--- config.mk ---
export PLATFORM = sky130hd
export DESIGN_NAME = stack_machine_executor
export DESIGN_NICKNAME = d
export VERILOG_FILES = /design/src/rtl/core/sme_pkg.sv /design/src/rtl/core/stack_machine_executor.sv
export VERILOG_INCLUDE_DIRS = /design/src /design/src/rtl/core
export SDC_FILE = /design/constraint.sdc
export NUM_CORES = 2
export LEC_CHECK = 0
export BUFFER_PORTS_ARGS = -buffer_cell sky130_fd_sc_hd__buf_2
export CORE_MARGIN = 2
export CORE_UTILIZATION = 30
export CTS_CLUSTER_DIAMETER = 120
export DETAILED_ROUTE_END_ITERATION = 10
export GPL_TIMING_DRIVEN = 0
export PLACE_DENSITY = 0.52
export SYNTH_ARGS = -nofsm -noshare
export SYNTH_HDL_FRONTEND = slang
export SYNTH_SLANG_ARGS = --single-unit
--- constraint.sdc ---
create_clock -name i_clk -period 5.15 [get_ports i_clk]
set_input_delay 0.7725 -clock i_clk [delete_from_list [all_inputs] [get_ports i_clk]]
set_output_delay 0.7725 -clock i_clk [all_outputs]
set_load 0.03 [all_outputs]
--- src/rtl/core/stack_machine_executor_defines.svh ---
// Assertion macros used by the stack machine executor.
`ifndef STACK_MACHINE_EXECUTOR_DEFINES_SVH
`define STACK_MACHINE_EXECUTOR_DEFINES_SVH

// The consequent must hold in the same cycle as the antecedent.
`define SME_ASSERT_NOW(label, ante, cons, msg) \
    label: assert property (@(posedge i_clk) disable iff (!i_rst_n) \
        (ante) |-> (cons)) else $error(msg);

// The consequent must hold in the cycle after the antecedent.
`define SME_ASSERT_NEXT(label, ante, cons, msg) \
    label: assert property (@(posedge i_clk) disable iff (!i_rst_n) \
        (ante) |=> (cons)) else $error(msg);

`endif

--- src/rtl/core/sme_pkg.sv ---
package sme_pkg;

    localparam int DEFAULT_STACK_DEPTH = 64;
    localparam int DATA_W   = 32;
    localparam int OP_W     = 3;
    localparam int STATUS_W = 3;

    localparam logic [OP_W-1:0] OP_PUSH      = 3'd0;
    localparam logic [OP_W-1:0] OP_PRINT_ALL = 3'd1;
    localparam logic [OP_W-1:0] OP_PRINT_TOP = 3'd2;
    localparam logic [OP_W-1:0] OP_POP       = 3'd3;
    localparam logic [OP_W-1:0] OP_SWAP      = 3'd4;
    localparam logic [OP_W-1:0] OP_ADD       = 3'd5;

    localparam logic [STATUS_W-1:0] ST_OK         = 3'd0;
    localparam logic [STATUS_W-1:0] ST_BAD_ARG    = 3'd1;
    localparam logic [STATUS_W-1:0] ST_PINT_EMPTY = 3'd2;
    localparam logic [STATUS_W-1:0] ST_POP_EMPTY  = 3'd3;
    localparam logic [STATUS_W-1:0] ST_SWAP_SHORT = 3'd4;
    localparam logic [STATUS_W-1:0] ST_ADD_SHORT  = 3'd5;
    localparam logic [STATUS_W-1:0] ST_FULL       = 3'd6;

    typedef enum logic [2:0] {
        S_IDLE,
        S_EXEC,
        S_PR_RD,
        S_RD_B,
        S_WR_A,
        S_WR_B,
        S_OUT
    } t_state;

endpackage

--- src/rtl/core/stack_machine_executor.sv ---
// Stack machine executor: runs push, print all, print top, pop, swap, add and nop
// on a circular store of signed 32-bit words.
// The input channel is i_valid with o_stall; a transfer happens at a rising edge
// where i_valid is high and o_stall is low. The result channel is o_valid with
// i_stall, and each result carries data, has_value, status and last.
// The user writes the queue mode register through i_cfg_we and i_cfg_data
// only while idle; the block itself does not enforce this. One instruction is
// handled at a time, and o_stall stays high until its final result has been
// transferred. Push, pop, nop, print all on an empty store and all error cases
// go from S_EXEC straight to S_OUT; print top first reads in S_PR_RD, add
// passes S_RD_B and S_WR_A, and swap passes S_RD_B, S_WR_A and S_WR_B. Print all
// on a non-empty store passes S_EXEC, S_PR_RD and S_OUT once per stored entry.
// The storage array gives one registered read and one write per cycle to the
// shared adder and sequencer.
// A stall on the result side holds the result register and the sequencer.
// Synchronous reset empties the store, selects stack mode, and returns to idle;
// the storage array itself is not cleared.
`include "stack_machine_executor_defines.svh"

module stack_machine_executor #(
    parameter int STACK_DEPTH = sme_pkg::DEFAULT_STACK_DEPTH
) (
    input  logic                                i_clk,
    input  logic                                i_rst_n,
    input  logic                                i_cfg_we,
    input  logic                                i_cfg_data,
    input  logic                                i_valid,
    output logic                                o_stall,
    input  logic [sme_pkg::OP_W-1:0]            i_op,
    input  logic signed [sme_pkg::DATA_W-1:0]   i_value,
    input  logic                                i_value_ok,
    output logic                                o_valid,
    input  logic                                i_stall,
    output logic signed [sme_pkg::DATA_W-1:0]   o_data,
    output logic                                o_has_value,
    output logic [sme_pkg::STATUS_W-1:0]        o_status,
    output logic                                o_last
);
    import sme_pkg::*;

    localparam int AW = (STACK_DEPTH > 1) ? $clog2(STACK_DEPTH) : 1;
    localparam int CW = $clog2(STACK_DEPTH + 1);
    localparam int SW = CW + 1;

    t_state r_state, n_state;

    logic [DATA_W-1:0]   r_mem [STACK_DEPTH];
    logic [DATA_W-1:0]   r_rd_data;

    logic                r_queue_mode;
    logic [CW-1:0]       r_count, n_count;
    logic [AW-1:0]       r_top, n_top;
    logic [CW-1:0]       r_k, n_k;
    logic [OP_W-1:0]     r_op, n_op;
    logic [DATA_W-1:0]   r_value, n_value;
    logic                r_value_ok, n_value_ok;
    logic [DATA_W-1:0]   r_tmp, n_tmp;
    logic [DATA_W-1:0]   r_out_data, n_out_data;
    logic                r_out_has, n_out_has;
    logic [STATUS_W-1:0] r_out_status, n_out_status;
    logic                r_out_last, n_out_last;

    logic [CW-1:0]       w_k;
    logic [SW-1:0]       w_sum;
    logic [SW-1:0]       w_wrap;
    logic [AW-1:0]       w_slot;
    logic [AW-1:0]       w_top_dec;
    logic                w_full;
    logic                w_short;
    logic                w_we;
    logic [AW-1:0]       w_wr_addr;
    logic [DATA_W-1:0]   w_wr_data;

    assign w_sum     = SW'(r_top) + SW'(w_k);
    assign w_wrap    = (w_sum >= SW'(STACK_DEPTH)) ? (w_sum - SW'(STACK_DEPTH)) : w_sum;
    assign w_slot    = w_wrap[AW-1:0];
    assign w_top_dec = (r_top == '0) ? AW'(STACK_DEPTH - 1) : (r_top - 1'b1);
    assign w_full    = (r_count >= CW'(STACK_DEPTH));
    assign w_short   = (r_count < CW'(2));

    always_comb begin
        n_state = r_state;
        case (r_state)
            S_IDLE: begin
                if (i_valid) begin
                    n_state = S_EXEC;
                end
            end
            S_EXEC: begin
                case (r_op)
                    OP_PRINT_ALL, OP_PRINT_TOP: begin
                        n_state = (r_count == '0) ? S_OUT : S_PR_RD;
                    end
                    OP_SWAP, OP_ADD: begin
                        n_state = w_short ? S_OUT : S_RD_B;
                    end
                    default: begin
                        n_state = S_OUT;
                    end
                endcase
            end
            S_PR_RD: n_state = S_OUT;
            S_RD_B:  n_state = S_WR_A;
            S_WR_A:  n_state = (r_op == OP_SWAP) ? S_WR_B : S_OUT;
            S_WR_B:  n_state = S_OUT;
            S_OUT: begin
                if (!i_stall) begin
                    n_state = r_out_last ? S_IDLE : S_EXEC;
                end
            end
            default: n_state = S_IDLE;
        endcase
    end

    always_comb begin
        o_stall     = (r_state != S_IDLE);
        o_valid     = (r_state == S_OUT);
        o_data      = r_out_data;
        o_has_value = r_out_has;
        o_status    = r_out_status;
        o_last      = r_out_last;
        w_k         = r_k;
        w_we        = 1'b0;
        w_wr_addr   = w_slot;
        w_wr_data   = r_tmp;
        case (r_state)
            S_EXEC: begin
                if (r_op == OP_PUSH) begin
                    w_k       = r_count;
                    w_we      = r_value_ok && !w_full;
                    w_wr_addr = r_queue_mode ? w_slot : w_top_dec;
                    w_wr_data = r_value;
                end else if (r_op == OP_POP) begin
                    w_k = CW'(1);
                end
            end
            S_WR_A: begin
                w_we      = 1'b1;
                w_wr_data = (r_op == OP_ADD) ? (r_rd_data + r_tmp) : r_tmp;
            end
            S_WR_B: begin
                w_we = 1'b1;
            end
            default: begin
                w_we = 1'b0;
            end
        endcase
    end

    always_comb begin
        n_count      = r_count;
        n_top        = r_top;
        n_k          = r_k;
        n_op         = r_op;
        n_value      = r_value;
        n_value_ok   = r_value_ok;
        n_tmp        = r_tmp;
        n_out_data   = r_out_data;
        n_out_has    = r_out_has;
        n_out_status = r_out_status;
        n_out_last   = r_out_last;
        case (r_state)
            S_IDLE: begin
                if (i_valid) begin
                    n_op       = i_op;
                    n_value    = i_value;
                    n_value_ok = i_value_ok;
                    n_k        = '0;
                end
            end
            S_EXEC: begin
                n_out_data   = '0;
                n_out_has    = 1'b0;
                n_out_status = ST_OK;
                n_out_last   = 1'b1;
                case (r_op)
                    OP_PUSH: begin
                        if (!r_value_ok) begin
                            n_out_status = ST_BAD_ARG;
                        end else if (w_full) begin
                            n_out_status = ST_FULL;
                        end else begin
                            n_count = r_count + 1'b1;
                            if (!r_queue_mode) begin
                                n_top = w_top_dec;
                            end
                        end
                    end
                    OP_PRINT_TOP: begin
                        if (r_count == '0) begin
                            n_out_status = ST_PINT_EMPTY;
                        end
                    end
                    OP_POP: begin
                        if (r_count == '0) begin
                            n_out_status = ST_POP_EMPTY;
                        end else begin
                            n_top   = w_slot;
                            n_count = r_count - 1'b1;
                        end
                    end
                    OP_SWAP: begin
                        if (w_short) begin
                            n_out_status = ST_SWAP_SHORT;
                        end else begin
                            n_k = CW'(1);
                        end
                    end
                    OP_ADD: begin
                        if (w_short) begin
                            n_out_status = ST_ADD_SHORT;
                        end else begin
                            n_k = CW'(1);
                        end
                    end
                    default: begin
                        n_out_status = ST_OK;
                    end
                endcase
            end
            S_PR_RD: begin
                n_out_data   = r_rd_data;
                n_out_has    = 1'b1;
                n_out_status = ST_OK;
                n_out_last   = (r_op == OP_PRINT_ALL) ? ((r_k + 1'b1) == r_count) : 1'b1;
            end
            S_RD_B: begin
                n_tmp = r_rd_data;
            end
            S_WR_A: begin
                n_tmp = r_rd_data;
                n_k   = '0;
                if (r_op == OP_ADD) begin
                    n_top   = w_slot;
                    n_count = r_count - 1'b1;
                end
            end
            S_OUT: begin
                if (!i_stall && !r_out_last) begin
                    n_k = r_k + 1'b1;
                end
            end
            default: begin
                n_k = r_k;
            end
        endcase
    end

    always_ff @(posedge i_clk) begin
        if (w_we) begin
            r_mem[w_wr_addr] <= w_wr_data;
        end
        r_rd_data <= r_mem[w_slot];
    end

    always_ff @(posedge i_clk) begin
        if (!i_rst_n) begin
            r_state      <= S_IDLE;
            r_queue_mode <= 1'b0;
            r_count      <= '0;
            r_top        <= '0;
            r_k          <= '0;
        end else begin
            r_state <= n_state;
            if (i_cfg_we) begin
                r_queue_mode <= i_cfg_data;
            end
            r_count <= n_count;
            r_top   <= n_top;
            r_k     <= n_k;
        end
    end

    always_ff @(posedge i_clk) begin
        r_op         <= n_op;
        r_value      <= n_value;
        r_value_ok   <= n_value_ok;
        r_tmp        <= n_tmp;
        r_out_data   <= n_out_data;
        r_out_has    <= n_out_has;
        r_out_status <= n_out_status;
        r_out_last   <= n_out_last;
    end

    `SME_ASSERT_NOW(a_count_bound, r_state == S_IDLE, r_count <= CW'(STACK_DEPTH), "Count overflow.")
    `SME_ASSERT_NOW(a_value_ok_status, o_valid && o_has_value, o_status == ST_OK, "Entry with error.")
    `SME_ASSERT_NEXT(a_last_to_idle, o_valid && !i_stall && o_last, r_state == S_IDLE, "Not idle.")
    `SME_ASSERT_NEXT(a_idle_count_hold, r_state == S_IDLE, r_count == $past(r_count), "Count moved.")

endmodule

==> flow_summary.json <==
{
  "synth.distinct_cells": 72,
  "async_reset_ff_frac": 0,
  "hold_path_startpoint": "i_value[15]",
  "drtIter0Drc": 5257,
  "p_int_uw": 39500,
  "timing.rr.start": "r_op[0]$_DFFE_PP_",
  "maxCapViolations": 0,
  "synth-seq-cells": 2209,
  "clock_skew_ps": 42.3,
  "fin_crit_sh": 0.974,
  "p_seq_frac": 0.392,
  "cp.arrival_ps": 5740,
  "multi_input_area_um2": 20400,
  "pwr-share-clk": 0.261,
  "setup_tns_ps": 0,
  "criticalPathCategory": "flop to flop",
  "grt_usage": 0.170,
  "die_w_um": 539,
  "drtAntennaViolNets": 0,
  "insertion_delay_ps": 880,
  "tightest_slew_ps": 1340,
  "dp_worst_setup_slack_ps": -3560,
  "antenna_found_initial": 12,
  "clock-sinks": 2209,
  "swShare": 0.337,
  "synthFlopType": "edfxtp_1",
  "p_per_area_nw_per_um2": 572,
  "slew_headroom": 0.107,
  "htree_num_levels": 4,
  "finalSetupViolations": 0,
  "grt_pass1_vias": 42600,
  "synth_warnings": 0,
  "grt_pass1_wl_mm": 346,
  "synth.top_cell.area_share": 0.752,
  "drive_gt1_frac": 0.357,
  "yosysTopAreaCell": "edfxtp_1",
  "min_path_type": "primary input to flop",
  "cp-start-kind": "flop",
  "dr.pass1.iters": 6,
  "status": "complete, no violations",
  "die-area_um2": 291000,
  "fmax_mhz": 199,
  "cts_made_buffers": 226,
  "std_cell_rows": 196,
  "die_height_um": 539,
  "period_needed_ps": 5020,
  "post-route-drc-count": 0,
  "finalMaxSlewViolations": 0,
  "io_pins": 81,
  "fin_nets": 4402,
  "cts_root_buf": "clkbuf_16",
  "worstPathRequired_ps": 5870,
  "grt_max_degree": 65,
  "start_util": 0.302,
  "final_common_cell": "edfxtp_1",
  "avgSynthCellArea_um2": 23.1,
  "end_kind": "flop",
  "dpl.hpwl_mm": 169,
  "netlist_area_um2": 85900,
  "p_leak_uw": 0.0326,
  "setup_slack_ps": 132,
  "layout_common_cells": "edfxtp_1, mux4_2, clkbuf_16",
  "syn-num-nets": 3809,
  "vias_per_cell": 5.13,
  "report.final.hold_viol_count": 0,
  "numPortBuffers": 80,
  "overflow": 0,
  "synth_seq_area_share": 0.765,
  "fillCellCount": 25900,
  "core-area_um2": 285000,
  "crit_fanout": 11,
  "dr_total_vias": 42400,
  "wl_per_cell_um": 30.2,
  "clk_pin_slew_ps": 60,
  "clk_path_buf_depth": 3,
  "hold_ws_ps": 74.8,
  "power_switching_uw": 20100,
  "peakVddDrop_mv": 0.400,
  "synthTopCellsByArea": "edfxtp_1, mux4_2, dfxtp_1, ha_1, nor2_1",
  "wirelength_mm": 250,
  "syn_to_final_growth_pct": 21.1,
  "ff2ff_setup_slack_ps": 130,
  "cts_tree": "built",
  "synth_cells": 3723,
  "regArea_um2": 65800,
  "gp_congestion": 0.869,
  "synth_edf_count": 2153,
  "startpoint": "r_op[0]$_DFFE_PP_",
  "pwr-share-comb": 0.348
}
## power groups by stage
stage	Sequential [uW]	Clock, uW	Combinational [uW]
detailed placement	23700	0	20500
finish	23300	15500	20700
global route	23400	16500	21700
CTS	23300	15800	20900
floorplan	24000	0	11200
global placement	24700	0	18700
## Yosys cell counts (4+ instances only)
library cell,number
edfxtp_1,2153
mux4_2,670
nor2_1,114
clkbuf_1,111
a21oi_1,59
o21ai_0,57
dfxtp_1,56
buf_2,50
nand2_1,49
and2_1,43
ha_1,42
a22oi_1,30
xor2_1,25
inv_1,24
xnor2_1,24
a21o_1,21
nand3_1,20
nor2b_1,17
and3_1,11
nor3_1,10
a31oi_1,9
nand4_1,9
or3_1,9
buf_4,8
nand2b_1,8
buf_1,7
a211oi_1,6
or4_1,5
buf_6,4
nand2_4,4
o21a_1,4
## layout make-up
type / instances / share of cell area
Timing Repair Buffer: 364 / 0.0487
Inverter: 24 / 0.000865
Sequential cell: 2209 / 0.632
Clock buffer: 286 / 0.0567
Antenna cell: 16 / 0.000385
Clock inverter: 126 / 0.00983
Tap cell: 3762 / 0.0452
Multi-Input combinational cell: 1313 / 0.196
Buffer: 178 / 0.0108
## logic make-up (layout without fill, tap and decap cells)
kind of cell	Yosys count	count (layout)	share of synthesized area
buffers and inverters	205	978	0.0105
other	0	16	0
adders and majority gates	44	44	0.00658
DFF	2209	2209	0.765
and+or+nand+nor	307	311	0.0179
xor gates and xnor gates	51	51	0.00550
AOI/OAI and AO/OA	231	231	0.0174
muxes	676	676	0.177
## critical path, stage by stage (launching register included)
cell and delay [ps]:
edfxtp_1 360, buf_2 210, nor3_4 250, and2_1 220, buf_4 260, clkbuf_8 250
a22oi_1 120, ha_1 290, buf_4 310, buf_4 400, buf_2 530, mux4_2 560
mux4_2 570, mux4_2 500
## sequential cells by signal, summed over array words and instances, names as in the netlist
signal / flops
r_mem: 2048
o_data: 32
r_rd_data: 32
r_tmp: 32
r_value: 32
r_count: 7
r_k: 7
r_top: 6
o_status: 3
r_op: 3
r_state: 3
o_has_value: 1
o_last: 1
r_queue_mode: 1
r_value_ok: 1
## worst paths after layout
check / cells past startpoint / endpoint
worst max-delay path: 13 / r_rd_data[25]$_DFF_P_
worst min-delay path: 1 / r_value[15]$_DFFE_PP_
worst min register to register: 0 / r_tmp[5]$_DFFE_PP_
worst max register to register: 13 / r_rd_data[25]$_DFF_P_
## metrics by stage
step           power [uW]  std cells  utilization  cell area [um^2]
2_1_floorplan       35200       3723            -             85900
3_3_place_gp        43400       7565        0.319             91000
3_5_place_dp        44200       7686        0.332             94500
4_1_cts             60000       8263        0.365            104000
5_1_grt             61600       8263        0.365            104000
6_report            59600       8278        0.365            104000
## per-layer routing
metal / up-vias / GRT usage / part of all wire
li1: 17200 / - / -
met1: 23200 / 0.228 / 0.41
met2: 1668 / 0.275 / 0.48
met3: 376 / 0.0330 / 0.072
met4: 6 / 0.0606 / 0.036
met5: - / 0 / 0.00014
## timing repair
item,in CTS,in global routing
hold buffers,3,0
pin swaps,73,0
endpoints found under the hold margin,3,0
gates resized for setup,165,51
buffers inserted,160,0
setup endpoints to repair,2083,2073
gates cloned,4,0
(Power assumes the default switching activity.)
